--- src/sv/cpce_pkg.sv ---
`default_nettype none
package cpce_pkg;

	// Result format
	localparam int RATIO_BITS = 32;

	// Status codes
	localparam logic [1:0] STATUS_OK       = 2'd0;
	localparam logic [1:0] STATUS_DEGEN    = 2'd1;
	localparam logic [1:0] STATUS_OVERFLOW = 2'd2;

	// Top level control
	typedef enum logic [1:0] {
		ST_COLLECT,
		ST_EVAL,
		ST_CALC,
		ST_OUT
	} top_state_t;

	// Distance pass sequencer
	typedef enum logic [3:0] {
		CS_IDLE,
		CS_LEN_MUL,
		CS_LEN_ACC,
		CS_READ,
		CS_LOAD,
		CS_CRS_MUL,
		CS_CRS_ACC,
		CS_SQ_MUL,
		CS_SQ_ACC,
		CS_CMP,
		CS_ROOT_GO,
		CS_ROOT_WAIT
	} calc_state_t;

	// Square root / divide unit
	typedef enum logic [1:0] {
		SD_IDLE,
		SD_ROOT,
		SD_DIV,
		SD_DONE
	} sd_state_t;

	// Completion of a ratio computation
	typedef struct packed {
		logic                  done;
		logic [RATIO_BITS-1:0] ratio;
	} ratio_rsp_t;

endpackage
`default_nettype wire

--- src/sv/cpce_sqdiv.sv ---
`default_nettype none
// Bit-serial integer square root of best * 2^32, then bit-serial division
// of the root by the squared line length. One result bit per cycle.
module cpce_sqdiv #(
	parameter int COORD_BITS = 16
) (
	input  wire logic                      clk,
	input  wire logic                      arst_n,
	input  wire logic                      start,
	input  wire logic [4*COORD_BITS+3:0]   best,
	input  wire logic [2*COORD_BITS+1:0]   len2,
	output cpce_pkg::ratio_rsp_t           rsp
);

	localparam int DW  = COORD_BITS + 1;
	localparam int PW  = 2 * DW;
	localparam int SW  = 4 * DW;
	localparam int RB  = cpce_pkg::RATIO_BITS;
	localparam int TW  = SW + RB;
	localparam int RW  = TW / 2;
	localparam int CW  = $clog2(RW);

	cpce_pkg::sd_state_t state_q, state_d;

	logic [TW-1:0]   t_q;
	logic [RW+2:0]   rem_q;
	logic [RW-1:0]   root_q;
	logic [PW-1:0]   den_q;
	logic [PW-1:0]   drem_q;
	logic [RW-1:0]   quo_q;
	logic [CW-1:0]   cnt_q;

	logic [RW+2:0]   rem_t;
	logic [RW+2:0]   trial;
	logic            root_ge;
	logic [PW:0]     div_t;
	logic            div_ge;
	logic            last_step;

	// One step of each recurrence
	assign rem_t     = {rem_q[RW:0], t_q[TW-1 -: 2]};
	assign trial     = {1'b0, root_q, 2'b01};
	assign root_ge   = (rem_t >= trial);
	assign div_t     = {drem_q, root_q[RW-1]};
	assign div_ge    = (div_t >= {1'b0, den_q});
	assign last_step = (cnt_q == CW'(RW - 1));

	// Next state and response
	always_comb begin
		state_d   = state_q;
		rsp.done  = 1'b0;
		rsp.ratio = (|quo_q[RW-1:RB]) ? '1 : quo_q[RB-1:0];
		case (state_q)
			cpce_pkg::SD_IDLE: begin
				if (start) begin
					state_d = cpce_pkg::SD_ROOT;
				end
			end
			cpce_pkg::SD_ROOT: begin
				if (last_step) begin
					state_d = cpce_pkg::SD_DIV;
				end
			end
			cpce_pkg::SD_DIV: begin
				if (last_step) begin
					state_d = cpce_pkg::SD_DONE;
				end
			end
			cpce_pkg::SD_DONE: begin
				rsp.done = 1'b1;
				state_d  = cpce_pkg::SD_IDLE;
			end
			default: state_d = cpce_pkg::SD_IDLE;
		endcase
	end

	always_ff @(posedge clk or negedge arst_n) begin
		if (!arst_n) begin
			state_q <= cpce_pkg::SD_IDLE;
		end else begin
			state_q <= state_d;
		end
	end

	// Datapath
	always_ff @(posedge clk or negedge arst_n) begin
		if (!arst_n) begin
			cnt_q <= '0;
		end else begin
			case (state_q)
				cpce_pkg::SD_IDLE: begin
					cnt_q <= '0;
				end
				cpce_pkg::SD_ROOT, cpce_pkg::SD_DIV: begin
					cnt_q <= last_step ? '0 : cnt_q + CW'(1);
				end
				default: cnt_q <= '0;
			endcase
		end
	end

	always_ff @(posedge clk) begin
		case (state_q)
			cpce_pkg::SD_IDLE: begin
				if (start) begin
					t_q    <= {best, RB'(0)};
					rem_q  <= '0;
					root_q <= '0;
					den_q  <= len2;
				end
			end
			cpce_pkg::SD_ROOT: begin
				t_q    <= t_q << 2;
				rem_q  <= root_ge ? rem_t - trial : rem_t;
				root_q <= {root_q[RW-2:0], root_ge};
				if (last_step) begin
					drem_q <= '0;
				end
			end
			cpce_pkg::SD_DIV: begin
				drem_q <= div_ge ? PW'(div_t - {1'b0, den_q}) : div_t[PW-1:0];
				quo_q  <= {quo_q[RW-2:0], div_ge};
				root_q <= root_q << 1;
			end
			default: begin
			end
		endcase
	end

endmodule
`default_nettype wire

--- src/sv/cpce_calc.sv ---
`default_nettype none
// Distance pass: one shared multiplier walks over the interior points,
// builds |V x D|^2 for each and keeps the largest, then hands off to the
// root / divide unit.
module cpce_calc #(
	parameter int MAX_POINTS = 1024,
	parameter int COORD_BITS = 16
) (
	input  wire logic                               clk,
	input  wire logic                               arst_n,
	input  wire logic                               start,
	input  wire logic                               use_z,
	input  wire logic [$clog2(MAX_POINTS+1)-1:0]    n_pts,
	input  wire logic [2:0][COORD_BITS-1:0]         p_first,
	input  wire logic [2:0][COORD_BITS-1:0]         p_last,
	output logic                                    rd_en,
	output logic      [$clog2(MAX_POINTS)-1:0]      rd_addr,
	input  wire logic [3*COORD_BITS-1:0]            rd_data,
	output cpce_pkg::ratio_rsp_t                    rsp
);

	localparam int DW   = COORD_BITS + 1;
	localparam int PW   = 2 * DW;
	localparam int SW   = 4 * DW;
	localparam int CNTW = $clog2(MAX_POINTS + 1);
	localparam int AW   = $clog2(MAX_POINTS);

	function automatic logic signed [DW-1:0] diff_f(input logic [COORD_BITS-1:0] a,
			input logic [COORD_BITS-1:0] b);
		diff_f = $signed({a[COORD_BITS-1], a}) - $signed({b[COORD_BITS-1], b});
	endfunction

	function automatic logic [DW-1:0] mag_f(input logic signed [DW-1:0] a);
		mag_f = a[DW-1] ? DW'(-a) : DW'(a);
	endfunction

	function automatic logic [1:0] nxt_f(input logic [1:0] k);
		case (k)
			2'd0:    nxt_f = 2'd1;
			2'd1:    nxt_f = 2'd2;
			default: nxt_f = 2'd0;
		endcase
	endfunction

	function automatic logic [1:0] prv_f(input logic [1:0] k);
		case (k)
			2'd0:    prv_f = 2'd2;
			2'd1:    prv_f = 2'd0;
			default: prv_f = 2'd1;
		endcase
	endfunction

	cpce_pkg::calc_state_t state_q, state_d;

	logic                  use_z_q;
	logic signed [DW-1:0]  d_q [3];
	logic signed [DW-1:0]  v_q [3];
	logic [1:0]            k_q;
	logic [1:0]            j_q;
	logic [CNTW-1:0]       i_q;
	logic [PW-1:0]         p_q;
	logic                  psg_q;
	logic [PW-1:0]         lacc_q;
	logic signed [PW:0]    cacc_q;
	logic [PW-1:0]         cmag_q;
	logic [SW-1:0]         sacc_q;
	logic [SW-1:0]         best_q;

	logic signed [DW-1:0]  va;
	logic signed [DW-1:0]  db;
	logic [DW-1:0]         ma;
	logic [DW-1:0]         mb;
	logic                  msg;
	logic signed [PW:0]    term;
	logic signed [PW:0]    csum;
	logic [SW-1:0]         sq_part;
	logic                  more_pts;
	logic                  sd_start;
	cpce_pkg::ratio_rsp_t  sd_rsp;

	assign more_pts = ((CNTW+1)'(i_q) + (CNTW+1)'(2)) < (CNTW+1)'(n_pts);
	assign rd_addr  = i_q[AW-1:0];

	// Shared multiplier operand selection
	always_comb begin
		va  = v_q[nxt_f(k_q)];
		db  = d_q[prv_f(k_q)];
		ma  = '0;
		mb  = '0;
		msg = 1'b0;
		if (j_q[0]) begin
			va = v_q[prv_f(k_q)];
			db = d_q[nxt_f(k_q)];
		end
		case (state_q)
			cpce_pkg::CS_LEN_MUL: begin
				ma = mag_f(d_q[k_q]);
				mb = mag_f(d_q[k_q]);
			end
			cpce_pkg::CS_CRS_MUL: begin
				ma  = mag_f(va);
				mb  = mag_f(db);
				msg = va[DW-1] ^ db[DW-1] ^ j_q[0];
			end
			cpce_pkg::CS_SQ_MUL: begin
				case (j_q)
					2'd0: begin
						ma = cmag_q[PW-1:DW];
						mb = cmag_q[PW-1:DW];
					end
					2'd1: begin
						ma = cmag_q[PW-1:DW];
						mb = cmag_q[DW-1:0];
					end
					default: begin
						ma = cmag_q[DW-1:0];
						mb = cmag_q[DW-1:0];
					end
				endcase
			end
			default: begin
			end
		endcase
	end

	// Signed cross term and square partial products
	assign term = psg_q ? -$signed({1'b0, p_q}) : $signed({1'b0, p_q});
	assign csum = cacc_q + term;

	always_comb begin
		case (j_q)
			2'd0:    sq_part = {p_q, PW'(0)};
			2'd1:    sq_part = SW'(p_q) << (DW + 1);
			default: sq_part = SW'(p_q);
		endcase
	end

	// Next state and handshake outputs
	always_comb begin
		state_d  = state_q;
		rd_en    = 1'b0;
		sd_start = 1'b0;
		rsp.done  = 1'b0;
		rsp.ratio = sd_rsp.ratio;
		case (state_q)
			cpce_pkg::CS_IDLE: begin
				if (start) begin
					state_d = cpce_pkg::CS_LEN_MUL;
				end
			end
			cpce_pkg::CS_LEN_MUL: state_d = cpce_pkg::CS_LEN_ACC;
			cpce_pkg::CS_LEN_ACC: begin
				if (k_q != 2'd2) begin
					state_d = cpce_pkg::CS_LEN_MUL;
				end else if (n_pts >= CNTW'(3)) begin
					state_d = cpce_pkg::CS_READ;
				end else begin
					state_d = cpce_pkg::CS_ROOT_GO;
				end
			end
			cpce_pkg::CS_READ: begin
				rd_en   = 1'b1;
				state_d = cpce_pkg::CS_LOAD;
			end
			cpce_pkg::CS_LOAD:    state_d = cpce_pkg::CS_CRS_MUL;
			cpce_pkg::CS_CRS_MUL: state_d = cpce_pkg::CS_CRS_ACC;
			cpce_pkg::CS_CRS_ACC: begin
				state_d = j_q[0] ? cpce_pkg::CS_SQ_MUL : cpce_pkg::CS_CRS_MUL;
			end
			cpce_pkg::CS_SQ_MUL:  state_d = cpce_pkg::CS_SQ_ACC;
			cpce_pkg::CS_SQ_ACC: begin
				if (j_q != 2'd2) begin
					state_d = cpce_pkg::CS_SQ_MUL;
				end else if (k_q != 2'd2) begin
					state_d = cpce_pkg::CS_CRS_MUL;
				end else begin
					state_d = cpce_pkg::CS_CMP;
				end
			end
			cpce_pkg::CS_CMP: begin
				state_d = more_pts ? cpce_pkg::CS_READ : cpce_pkg::CS_ROOT_GO;
			end
			cpce_pkg::CS_ROOT_GO: begin
				sd_start = 1'b1;
				state_d  = cpce_pkg::CS_ROOT_WAIT;
			end
			cpce_pkg::CS_ROOT_WAIT: begin
				if (sd_rsp.done) begin
					rsp.done = 1'b1;
					state_d  = cpce_pkg::CS_IDLE;
				end
			end
			default: state_d = cpce_pkg::CS_IDLE;
		endcase
	end

	always_ff @(posedge clk or negedge arst_n) begin
		if (!arst_n) begin
			state_q <= cpce_pkg::CS_IDLE;
		end else begin
			state_q <= state_d;
		end
	end

	// Datapath registers
	always_ff @(posedge clk) begin
		case (state_q)
			cpce_pkg::CS_IDLE: begin
				if (start) begin
					use_z_q <= use_z;
					d_q[0]  <= diff_f(p_last[0], p_first[0]);
					d_q[1]  <= diff_f(p_last[1], p_first[1]);
					d_q[2]  <= use_z ? diff_f(p_last[2], p_first[2]) : '0;
					k_q     <= 2'd0;
					lacc_q  <= '0;
					best_q  <= '0;
				end
			end
			cpce_pkg::CS_LEN_MUL, cpce_pkg::CS_CRS_MUL, cpce_pkg::CS_SQ_MUL: begin
				p_q   <= ma * mb;
				psg_q <= msg;
			end
			cpce_pkg::CS_LEN_ACC: begin
				lacc_q <= lacc_q + p_q;
				k_q    <= (k_q == 2'd2) ? 2'd0 : k_q + 2'd1;
				i_q    <= CNTW'(1);
			end
			cpce_pkg::CS_LOAD: begin
				v_q[0] <= diff_f(rd_data[COORD_BITS-1:0], p_first[0]);
				v_q[1] <= diff_f(rd_data[2*COORD_BITS-1:COORD_BITS], p_first[1]);
				v_q[2] <= use_z_q ?
					diff_f(rd_data[3*COORD_BITS-1:2*COORD_BITS], p_first[2]) : '0;
				sacc_q <= '0;
				k_q    <= 2'd0;
				j_q    <= 2'd0;
			end
			cpce_pkg::CS_CRS_ACC: begin
				if (j_q[0]) begin
					cmag_q <= csum[PW] ? PW'(-csum) : PW'(csum);
					j_q    <= 2'd0;
				end else begin
					cacc_q <= term;
					j_q    <= 2'd1;
				end
			end
			cpce_pkg::CS_SQ_ACC: begin
				sacc_q <= sacc_q + sq_part;
				if (j_q == 2'd2) begin
					j_q <= 2'd0;
					k_q <= k_q + 2'd1;
				end else begin
					j_q <= j_q + 2'd1;
				end
			end
			cpce_pkg::CS_CMP: begin
				if (sacc_q > best_q) begin
					best_q <= sacc_q;
				end
				i_q <= i_q + CNTW'(1);
			end
			default: begin
			end
		endcase
	end

	cpce_sqdiv #(
		.COORD_BITS(COORD_BITS)
	) u_sqdiv (
		.clk    (clk),
		.arst_n (arst_n),
		.start  (sd_start),
		.best   (best_q),
		.len2   (lacc_q),
		.rsp    (sd_rsp)
	);

endmodule
`default_nettype wire

--- config.mk ---
export PLATFORM = sky130hd
export DESIGN_NAME = cpce_calc
export DESIGN_NICKNAME = d
export VERILOG_FILES = /design/src/sv/cpce_pkg.sv /design/src/sv/cpce_sqdiv.sv /design/src/sv/cpce_calc.sv
export SDC_FILE = /design/constraint.sdc
export NUM_CORES = 2
export LEC_CHECK = 0
export ABC_AREA = 0
export ABC_CLOCK_PERIOD_IN_PS = 10900
export BUFFER_PORTS_ARGS = -buffer_cell sky130_fd_sc_hd__buf_2
export CAP_MARGIN = 30
export CORE_MARGIN = 4
export CORE_UTILIZATION = 64
export CTS_CLUSTER_DIAMETER = 50
export DETAILED_ROUTE_END_ITERATION = 7
export MAX_ROUTING_LAYER = met4
export PLACE_DENSITY = 0.87
export SLEW_MARGIN = 30
export SYNTH_ARGS = -nofsm -noshare
export SYNTH_HDL_FRONTEND = slang
export SYNTH_SLANG_ARGS = --single-unit
export TNS_END_PERCENT = 50
--- constraint.sdc ---
create_clock -name clk -period 10.9 [get_ports clk]
set_input_delay 2.18 -clock clk [delete_from_list [all_inputs] [get_ports clk]]
set_output_delay 2.18 -clock clk [all_outputs]
set_load 0.02 [all_outputs]
==> results.md <==
- The synthesized flop and latch total is between 600 and 700.
- The clock-pin transition on the worst setup and hold timing paths is roughly 0.060 ns.
- The die covers slightly below 0.1 mm².
- After detailed routing, the number of vias per cell comes to 6.24.
- Of the total synthesized cell area, the portion taken by full adders, half adders and majority gates is 0.192.
- Across every metal layer, demand over resource in global routing totals 0.339.
- The number of unique standard cell types used by synthesis is 80.
- The end point of the most critical hold path is u_sqdiv.quo_q[42].
- The cell count after synthesis is ~6,300.
- In the final routed layout, each cell accounts on average for 20.9 µm.
- The worst hold path belongs to the class flip-flop to flip-flop.
- Dividing the final minimum period by the clock period gives 0.940.
- Yosys attributes the largest share of cell area to edfxtp_1 (35%), ha_1 (11%), fa_1 (8.0%), nand2_1 (4.4%), inv_1 (4.3%).
- The buffers plus inverters on the worst setup path is 7.
- The CTS tree is built.
- The total number of placement rows is 110.
- The final-stage net count is around 7,300.
- The number of remaining DRC errors is 0.
- The slowest stage of the critical path belongs to the cell nor2_4.
- The share of the synthesized area in compound gates (AO/OA/AOI/OAI) is 0.147.
- Entering global routing, the biggest net connects just under 100 pins.
- Dividing the synthesized area by the synthesized cell count gives between 9 and 10 µm².
- The transition time of the tightest slew-check pin is 1.03 ns.
- between 200 and 250 I/O pins were placed.
- The final number of hold-violating endpoints is 0.
- After synthesis, the largest family of logic cells by area is adder cells.
- The placeable core region is ~0.09 mm².
- The number of nets still failing antenna checks after routing is 0.
- The end of the worst register-to-register path is p_q[29].
- The synthesized-area fraction occupied by xor and xnor cells is 0.0558.
- The biggest area contributor in the post-synthesis netlist is edfxtp_1.
- The beginning of the worst hold path is u_sqdiv.quo_q[41].
- The worst stage delay on the critical path is between 0.6 and 0.7 ns.
- Counting every net in the synthesized netlist gives a little over 7,000.
- The number of non-filler instances in the completed layout is about 7,600.
- The startpoint class of the critical path is a flip-flop.
- The buffer cell driving the clock tree root is clkbuf_16.
- The number of maximum-capacitance constraint violations is 0.
- The run finished with clean final reports.
- The final-layout setup total negative slack is 0 ns.
- The cell area that synthesis handed to floorplanning was 0.0584 mm².
- The total congestion overflow after global routing is 0.
- The post-DP HPWL is ~120,000 µm.
- From left edge to right edge, the die measures about 310 µm.
- The normalized max-slew margin is 0.316.
- For this run, the number of Yosys warnings is 0.
- The library cell appearing most often on the critical path is fa_1.
- The biggest fanout along the worst timing path is 36.
- The count of pins over their slew limit is 0.
- The clock reaches the later pin of the worst-skew pair after 0.67 ns.
- Relative to the synthesized area, the layout overhead comes to 8.98%.
- For the worst setup path, the data required time is about 11 ns.
- The via count of the first global-routing pass is 46,526.
- The most used flip-flop cell after synthesis is edfxtp_1.
- Of the post-synthesis cell area, the dominant cell type holds 0.349.
- For this block, the initial DRC count from the detailed router was around 5,200.
- Across all register-to-register paths, the minimum setup slack is about 0.65 ns.
- Once placement completed, the tool counted placed cells totaling between 7,000 and 8,000.
- Of the total synthesized cell area, the portion taken by AND, OR, NAND and NOR gates is 0.162.
- Data arrives at the worst endpoint at about 11 ns.
- The count of flip-flops with a built-in enable after synthesis is between 600 and 700.
- In this run the deepest clock path goes through 3 buffers.
- The worst setup path category is flip-flop to flip-flop.
- The sequential element share of the synthesized area is 0.355.
- In this run the worst setup path begins at k_q[1].
- In this run the critical register-to-register path is launched from k_q[1].
- The initial core utilization is 0.647.
- Of the cells placed in the final design, the portion with a size suffix greater than 1 is 0.0777.
- The number of vias in the routed layout is between 40,000 and 50,000.
- The first detailed-routing pass ran for 6 iterations.
- Setup repair after global routing left no endpoint under its margin.
- The total clock buffers created by CTS is 88.
- The multiplexer share of the synthesized area is 0.0279.
- The die is 310 µm tall.
- The worst-case reg-to-reg path depth is 38.
- Buffers placed on the I/O ports in this run total 202.
- After detailed routing, the total wire length is around 160,000 µm.
- The clock tree synthesis step divided the H-tree into 3 levels.
- Routability-driven placement finished with a final weighted congestion of about 1.
- After layout, the minimum clock period comes to a little over 10 ns.
- The family with the most delay on the worst path is adder cells.
- The count of hold buffers inserted by post-cts repair is 0.
- The worst hold path passes through 0 cells.
- The fmax is between 90 and 100 MHz.
- The total clock sinks is 693.
- The initial antenna violation count is 2.
- The element type at the critical path end is a flip-flop.
- The first-pass GRT wire length is approximately 250,000 µm.
- The total of endpoints with negative setup slack in the final report is 0.
- The setup skew after layout is 0.0298 ns.
- The share of flip-flops with an asynchronous set or reset after synthesis is 0.0173.
[cells in the final DEF (no fill, tap or decap), types with 46 or more instances in the layout]
cell type / synthesis / routed
mux2i_1: 155 / 155
nand4_1: 58 / 58
o21ai_0: 377 / 377
buf_4: 12 / 86
edfxtp_1: 679 / 679
nand2b_1: 81 / 80
clkbuf_16: 0 / 88
and3_1: 109 / 109
o21a_1: 46 / 46
nand2_1: 681 / 679
and2_1: 185 / 185
nand3_1: 78 / 78
xor2_1: 126 / 126
a21oi_1: 396 / 395
xnor2_1: 241 / 240
a21o_1: 203 / 203
nor3_1: 101 / 96
fa_1: 234 / 234
nor2b_1: 104 / 102
buf_2: 0 / 202
inv_1: 664 / 663
nor2_1: 437 / 432
ha_1: 522 / 518
[logic make-up (layout without fill, tap and decap cells)]
logic type,after synthesis,in the layout
other,0,6
AO/OA/AOI/OAI,1383,1383
flip-flops,693,693
adder cells (fa/ha/maj),756,756
buffers and inverters,916,1110
AND/OR/NAND/NOR,1972,1972
XOR/XNOR,369,369
multiplexers,162,162
[area by class of cell]
| type | count | area, µm² |
|---|---|---|
| clock buffers | 100 | 2250 |
| inverters | 665 | 2500 |
| fillers | 6542 | 26700 |
| flip-flops and latches | 693 | 20700 |
| diodes | 6 | 15.0 |
| clock inverters | 54 | 623 |
| multi-input cells | 4642 | 34300 |
| repair buffers | 291 | 1720 |
| well taps | 1176 | 1470 |
[per-stage QoR]
stage / area [µm²] / worst slack, ns / hold slack (ns) / util
after floorplan: 58400 / 1.39 / 0.417 / -
after global placement: 60700 / 0.890 / 0.422 / 0.672
after detailed placement: 60700 / 0.735 / 0.428 / 0.672
after CTS: 63600 / 0.692 / 0.443 / 0.704
after global routing: 63600 / 0.0152 / 0.450 / 0.705
final: 63600 / 0.649 / 0.443 / 0.705
[registers in the layout, indices dropped and copies added (netlist names), 34 cells and up, named ones only]
signal and cells:
u_sqdiv.den_q 34, v_q 51, p_q 34, u_sqdiv.drem_q 34
d_q 51, cmag_q 34, u_sqdiv.t_q 68, u_sqdiv.root_q 50
sacc_q 68, cacc_q 35, u_sqdiv.rem_q 51, best_q 68
u_sqdiv.quo_q 50, lacc_q 34
[Yosys cell counts (185+ instances only)]
cell type and count:
a21o_1 203, a21oi_1 396, and2_1 185, clkbuf_1 222, edfxtp_1 679, fa_1 234
ha_1 522, inv_1 664, nand2_1 681, nor2_1 437, o21ai_0 377, xnor2_1 241
[worst max path at each step]
stage               slack [ns]  depth (start not counted)  endpoint
floorplan                 1.39                         35   p_q[29]
global placement          0.89                         38   p_q[29]
detailed placement        0.73                         38   p_q[29]
CTS                       0.69                         38   p_q[29]
global route              0.02                         39   p_q[32]
finish                    0.65                         38   p_q[29]
[metal layers]
| layer | GRT usage | up-vias | part of all wire |
|---|---|---|---|
| li1 | - | 22076 | - |
| met1 | 0.422 | 22731 | 0.39 |
| met2 | 0.537 | 2242 | 0.46 |
| met3 | 0.0577 | 520 | 0.089 |
| met4 | 0.178 | 0 | 0.059 |
| met5 | - | - | 0 |
[timing repair]
item / in CTS / in global routing
setup buffers: 0 / 0
gates resized for setup: 0 / 0
setup endpoints to repair: 0 / 2
Power is left out: the tool's default activity adds up to more than one toggle a clock period on the data nets, which glitch-free logic cannot reach.
